<file path="config.mk">
export PLATFORM = sky130hd
export DESIGN_NAME = mmb_cordic_cell
export DESIGN_NICKNAME = d
export VERILOG_FILES = /design/src/hw/rtl/mmb_pkg.sv /design/src/hw/rtl/mmb_cordic_cell.sv
export SDC_FILE = /design/constraint.sdc
export NUM_CORES = 1
export LEC_CHECK = 0
export BUFFER_PORTS_ARGS = -buffer_cell sky130_fd_sc_hd__buf_2
export CORE_AREA = 2 2 388 390
export CTS_CLUSTER_SIZE = 20
export DETAILED_ROUTE_END_ITERATION = 10
export DIE_AREA = 0 0 390 392
export HOLD_SLACK_MARGIN = 0.05
export SYNTH_ARGS = -nofsm -noshare
export SYNTH_HDL_FRONTEND = slang
export SYNTH_SLANG_ARGS = --single-unit
</file>
<file path="constraint.sdc">
create_clock -name clk -period 4.1 [get_ports clk]
set_input_delay 0.82 -clock clk [delete_from_list [all_inputs] [get_ports clk]]
set_output_delay 0.82 -clock clk [all_outputs]
set_load 0.01 [all_outputs]
</file>
<file path="src/hw/rtl/mmb_pkg.sv">
// Shared types and constants of the model matrix builder.
package mmb_pkg;

  localparam int ANGLE_BITS_DEF = 16;
  localparam int FRAC_BITS_DEF  = 16;
  localparam int CORDIC_STEPS   = 30;
  localparam int CORD_W         = 34;
  localparam logic signed [CORD_W-1:0] CORDIC_GAIN = 34'sh026DD3B6A;
  localparam logic [1:0] COL_TRANS = 2'd3;

  localparam logic [31:0] ATAN_TURN [CORDIC_STEPS] = '{
    32'h20000000, 32'h12E4051E, 32'h09FB385B, 32'h051111D4, 32'h028B0D43,
    32'h0145D7E1, 32'h00A2F61E, 32'h00517C55, 32'h0028BE53, 32'h00145F2F,
    32'h000A2F98, 32'h000517CC, 32'h00028BE6, 32'h000145F3, 32'h0000A2FA,
    32'h0000517D, 32'h000028BE, 32'h0000145F, 32'h00000A30, 32'h00000518,
    32'h0000028C, 32'h00000146, 32'h000000A3, 32'h00000051, 32'h00000029,
    32'h00000014, 32'h0000000A, 32'h00000005, 32'h00000003, 32'h00000001
  };

  typedef struct packed {
    logic signed [CORD_W-1:0] x;
    logic signed [CORD_W-1:0] y;
    logic signed [CORD_W-1:0] z;
    logic                     neg;
  } cordic_t;

  typedef struct packed {
    logic signed [31:0] loc_x;
    logic signed [31:0] loc_y;
    logic signed [31:0] loc_z;
    logic signed [31:0] scale_x;
    logic signed [31:0] scale_y;
    logic signed [31:0] scale_z;
  } pose_t;

endpackage

</file>
<file path="src/hw/rtl/mmb_cordic_cell.sv">
// One CORDIC iteration for the three angles of a pose, with the pose carried along.
module mmb_cordic_cell import mmb_pkg::*; #(
  parameter int STEP = 0
) (
  input  logic    clk,
  input  logic    rst,
  input  logic    adv,
  input  logic    in_valid,
  input  cordic_t in_cord [3],
  input  pose_t   in_pose,
  output logic    out_valid,
  output cordic_t out_cord [3],
  output pose_t   out_pose
);

  localparam logic signed [CORD_W-1:0] ATAN = CORD_W'(ATAN_TURN[STEP]);

  cordic_t cord_next [3];

  always_comb begin
    for (int k = 0; k < 3; k++) begin
      cord_next[k].neg = in_cord[k].neg;
      if (!in_cord[k].z[CORD_W-1]) begin
        cord_next[k].x = in_cord[k].x - (in_cord[k].y >>> STEP);
        cord_next[k].y = in_cord[k].y + (in_cord[k].x >>> STEP);
        cord_next[k].z = in_cord[k].z - ATAN;
      end else begin
        cord_next[k].x = in_cord[k].x + (in_cord[k].y >>> STEP);
        cord_next[k].y = in_cord[k].y - (in_cord[k].x >>> STEP);
        cord_next[k].z = in_cord[k].z + ATAN;
      end
    end
  end

  always_ff @(posedge clk) begin
    if (rst) begin
      out_valid <= 1'b0;
    end else if (adv) begin
      out_valid <= in_valid;
    end
  end

  always_ff @(posedge clk) begin
    if (adv) begin
      out_cord <= cord_next;
      out_pose <= in_pose;
    end
  end

endmodule

</file>
; ---- Word-level counts from Yosys, hierarchy flattened
; Cells that the tools add are included.
[op_classes]
n_lt_le_gt_ge = 0
eq_ne = 0
n_shift = 0
n_mul = 0
mux = 3
n_div = 0
n_reduce_logical = 0
addsub = 15
bitwise_logic = 0
[op_table]
columns = operator, n
row1 = $mux 102, 3
row2 = $sub 34x34->34, 6
row3 = $add 34x31->34 const B, 3
row4 = $add 34x34->34, 3
row5 = $sub 34x31->34 const B, 3
[word_totals]
latch_bits = 0
reg_bits = 502
rom_bits = 0
mem_count = 0
ramBits = 0
elab_cells = 37

; ---- Longest topological paths before layout
[depth]
depth_word = 2
depth_mapped = 14
depth_no_buf = 13

; ---- Worst setup path after synthesis
; No wires, ideal clock.
[synth_timing]
path_type = input -> register
startpoint = input port in_cord[35] (netlist name)
endpoint = register out_cord[87] (netlist name) (data pin)
cell_stages = 12
slack_ns = 0.562
required_ns = 3.832
arrival_ns = 3.270
setup_time_ns = 0.268
cell_sequence = ha_1 > fa_1 > nor2b_1 > o21ai_1 > a211oi_1 > or4_4 > a21oi_2 > o311ai_1 > a211o_1 > a21oi_1 > a21oi_1 > xnor2_1
[synth_lines]
columns = item, line_no
row1 = start: declaration, mmb_cordic_cell.sv:9  ; input cordic_t in_cord [3],
row2 = end signal: assignment, mmb_cordic_cell.sv:45  ; out_cord <= cord_next;
row3 = end: declaration, mmb_cordic_cell.sv:12  ; output cordic_t out_cord [3],

==> reports/qor.yml <==
status: "completed"
drt_first_pass_iters: 9
finalInstanceArea_um2: 42930
final_common_cell: "buf_2"
synth_cell_types: 88
routed_wirelength_um: 143200
area_growth_pct: 33.02
dpl.hpwl_um: 119600
num_vias: 29560
synthDominantCellAreaShare_pct: 46.33
worstSetupPathType: "primary input to flop"
end_kind: "flop"
rows: 142
port_buffers: 1006
place_ws_ps: -13.73
die_y_um: 392
finalSetupViolations: 0
start_kind: "primary input"
syn_inst: 3147
crit_top_cell: "a21oi_1"
period_needed_ps: 3493
grt_pass1_vias: 28600
avgSynthCellArea_um2: 10.26
syn_area_um2: 32280
design.die.area_um2: 152900
rsz0062_at_grt: "false"
cts_hold_buf: 0
grt_max_degree: 97
synth-seq-cells: 499
worst_pin_slew_ps: 992.4
clock-skew-final_ps: 0
clk_pin_slew_ps: 60
worstPathCellList: "buf_2 > inv_1 > ha_1 > nand2_1 > o21ai_0 > a21oi_1 > a21oi_1 > a21oi_1 > o21bai_1 > nor2b_1 > o21ai_0 > o21ai_1 > xor2_1"
cts-root-buf: "clkbuf_16"
nets: 5108
slowest_delay_ps: 590
synth_nets: 3970
drc_errors: 0
setup_ws_ps: 606.5
intPower_mw: 11.48
avgViaCountPerCell: 4.694
n_fill_cell: 15760
p_leak_nw: 18.94
antenna_found_initial: 43
max_freq_mhz: 286.2
mostFrequentLayoutCells: "buf_2 (1005), edfxtp_1 (498), a21oi_1 (369), ha_1 (306), inv_1 (305)"
drtAntennaViolNets: 0
clk_latency_ps: 670
synth_ff_type: "edfxtp_1"
dpl_cell_area_um2: 40800
first_iter_violations: 2437
critPathArrivalTime_ps: 3960
swShare_pct: 32.82
drive_above_1_share_pct: 31.17
cpLargestDelayFamily: "compound AO/OA/AOI/OAI gates"
hold_viol: 0
cts_resized: 0
post-synth-top-area-cell: "edfxtp_1"
synthTopCellsByArea: "edfxtp_1 (46%), ha_1 (12%), a21oi_1 (5.7%)"
grt_use_total_pct: 17.69
cts_max_level: 2
clk_path_buf_depth: 3
power_density_nw_per_um2: 398.1
combPwrFrac_pct: 27.7
wl_per_cell_um: 22.74
final_util_pct: 28.84
die_w_um: 390
irDropWorstVdd_mv: 0.3415
cp.required_ps: 4570
coreArea_um2: 148900
timing.critical_path.buf_inv: 2
initial_core_util_pct: 21.68
p_clk_share_pct: 33.4
yosysWarnings: 0
final.period_utilization_pct: 85.21
power.switching_mw: 5.610
slew_violations: 0
min-delay-path-class: "primary input to flop"
cts_setup_buffers: 0
finalWeightedCongestion: 0.9516
grt_pass1_wl_um: 199800
cts_tree: "yes"
cpMaxStageDelayCell: "o21ai_0"
hold_slack_ps: 275.4
synth_edf_count: 498
numCtsBuffers: 61
io_pins: 1007
async_reset_ff_share_pct: 0
max-cap-violations: 0
sequentialPowerShare_pct: 38.9
cp_max_fo: 10
setup_tns_ps: 0
relSlewSlack_pct: 33.84
synth_seq_area_share_pct: 46.39
clock_sinks: 499
grt-ovfl-total: 0
[flip-flops by register name, summed over array words and instances (netlist names)]
signal and count:
out_cord 306, out_pose 192, out_valid 1
[per-layer routing]
| metal | wire length (um) | vias up | track usage, % |
|---|---|---|---|
| li1 | - | 13620 | - |
| met4 | 4353 | 22 | 5.749 |
| met2 | 65290 | 1398 | 28.43 |
| met3 | 14400 | 239 | 5.479 |
| met1 | 58940 | 14280 | 22.44 |
| met5 | 244 | - | 0.5104 |
[stage by stage]
| step | power [mW] | instances |
|---|---|---|
| 2_1_floorplan | 9.067 | 3147 |
| 3_3_place_gp | 11.43 | 6166 |
| 3_5_place_dp | 11.44 | 6166 |
| 4_1_cts | 17.25 | 6282 |
| 5_1_grt | 17.85 | 6290 |
| 6_report | 17.09 | 6297 |
[power by group through the flow]
stage               clock network (mW)  registers [mW]  logic, mW
floorplan                            0            6.98       2.09
global placement                     0            6.75       4.68
detailed placement                   0            6.75       4.69
CTS                               5.88            6.65       4.71
global route                      6.05            6.69       5.11
finish                            5.71            6.65       4.73
[synth_stat cells (7+ instances only)]
| master | n |
|---|---|
| and2_1 | 9 |
| nor2b_1 | 38 |
| nand4_1 | 28 |
| buf_2 | 24 |
| nor3_1 | 67 |
| o211a_1 | 7 |
| a221o_1 | 7 |
| o21ai_0 | 193 |
| inv_1 | 305 |
| xor2_1 | 35 |
| clkinv_1 | 7 |
| o31ai_1 | 28 |
| nand2_1 | 147 |
| a211oi_1 | 34 |
| nand3_1 | 28 |
| edfxtp_1 | 498 |
| buf_4 | 7 |
| ha_1 | 306 |
| mux2i_1 | 50 |
| a21o_1 | 76 |
| o21a_1 | 32 |
| a211o_1 | 7 |
| a21oi_1 | 369 |
| a31oi_1 | 24 |
| o21ai_1 | 19 |
| or3_1 | 16 |
| and3_1 | 11 |
| nor2_1 | 220 |
| nor4_1 | 16 |
| o211ai_1 | 23 |
| nand2b_1 | 25 |
| fa_1 | 12 |
| nand3b_1 | 10 |
| clkbuf_1 | 83 |
| buf_1 | 22 |
| o21bai_1 | 63 |
| xnor2_1 | 166 |
| a221oi_1 | 8 |
| or2_2 | 8 |
[final cells by class]
class                   count  area [um^2]  share of cell area, %
diodes                     15        37.54                0.08743
clock buffers              71         1574                  3.666
clock inverters            45        521.8                  1.215
inverters                 315         1182                  2.754
multi-input cells        2197        15550                  36.22
flip-flops and latches    499        14970                  34.88
well taps                1944         2432                  5.665
repair buffers           1211         6659                  15.51
[final timing paths]
path	end	from	slack (ps)	depth (start not counted)
max	out_cord[60]$_DFFE_PP_	in_cord[45]	610	13
min	out_pose[54]$_DFFE_PP_	in_pose[54]	280	1
max reg2reg	out_valid$_SDFFE_PP0P_	out_valid$_SDFFE_PP0P_	3500	2
min reg2reg	out_valid$_SDFFE_PP0P_	out_valid$_SDFFE_PP0P_	500	2
[cell families after synthesis]
| kind of cell | after synthesis | share of synthesized area (%) |
|---|---|---|
| XOR/XNOR | 201 | 5.454 |
| buffers and inverters | 451 | 5.419 |
| AO/OA/AOI/OAI | 983 | 19.11 |
| flip-flops | 499 | 46.39 |
| multiplexers | 51 | 1.586 |
| adder cells (fa/ha/maj) | 318 | 12.61 |
| AND/OR/NAND/NOR | 644 | 9.432 |
(Power assumes the default switching activity.)
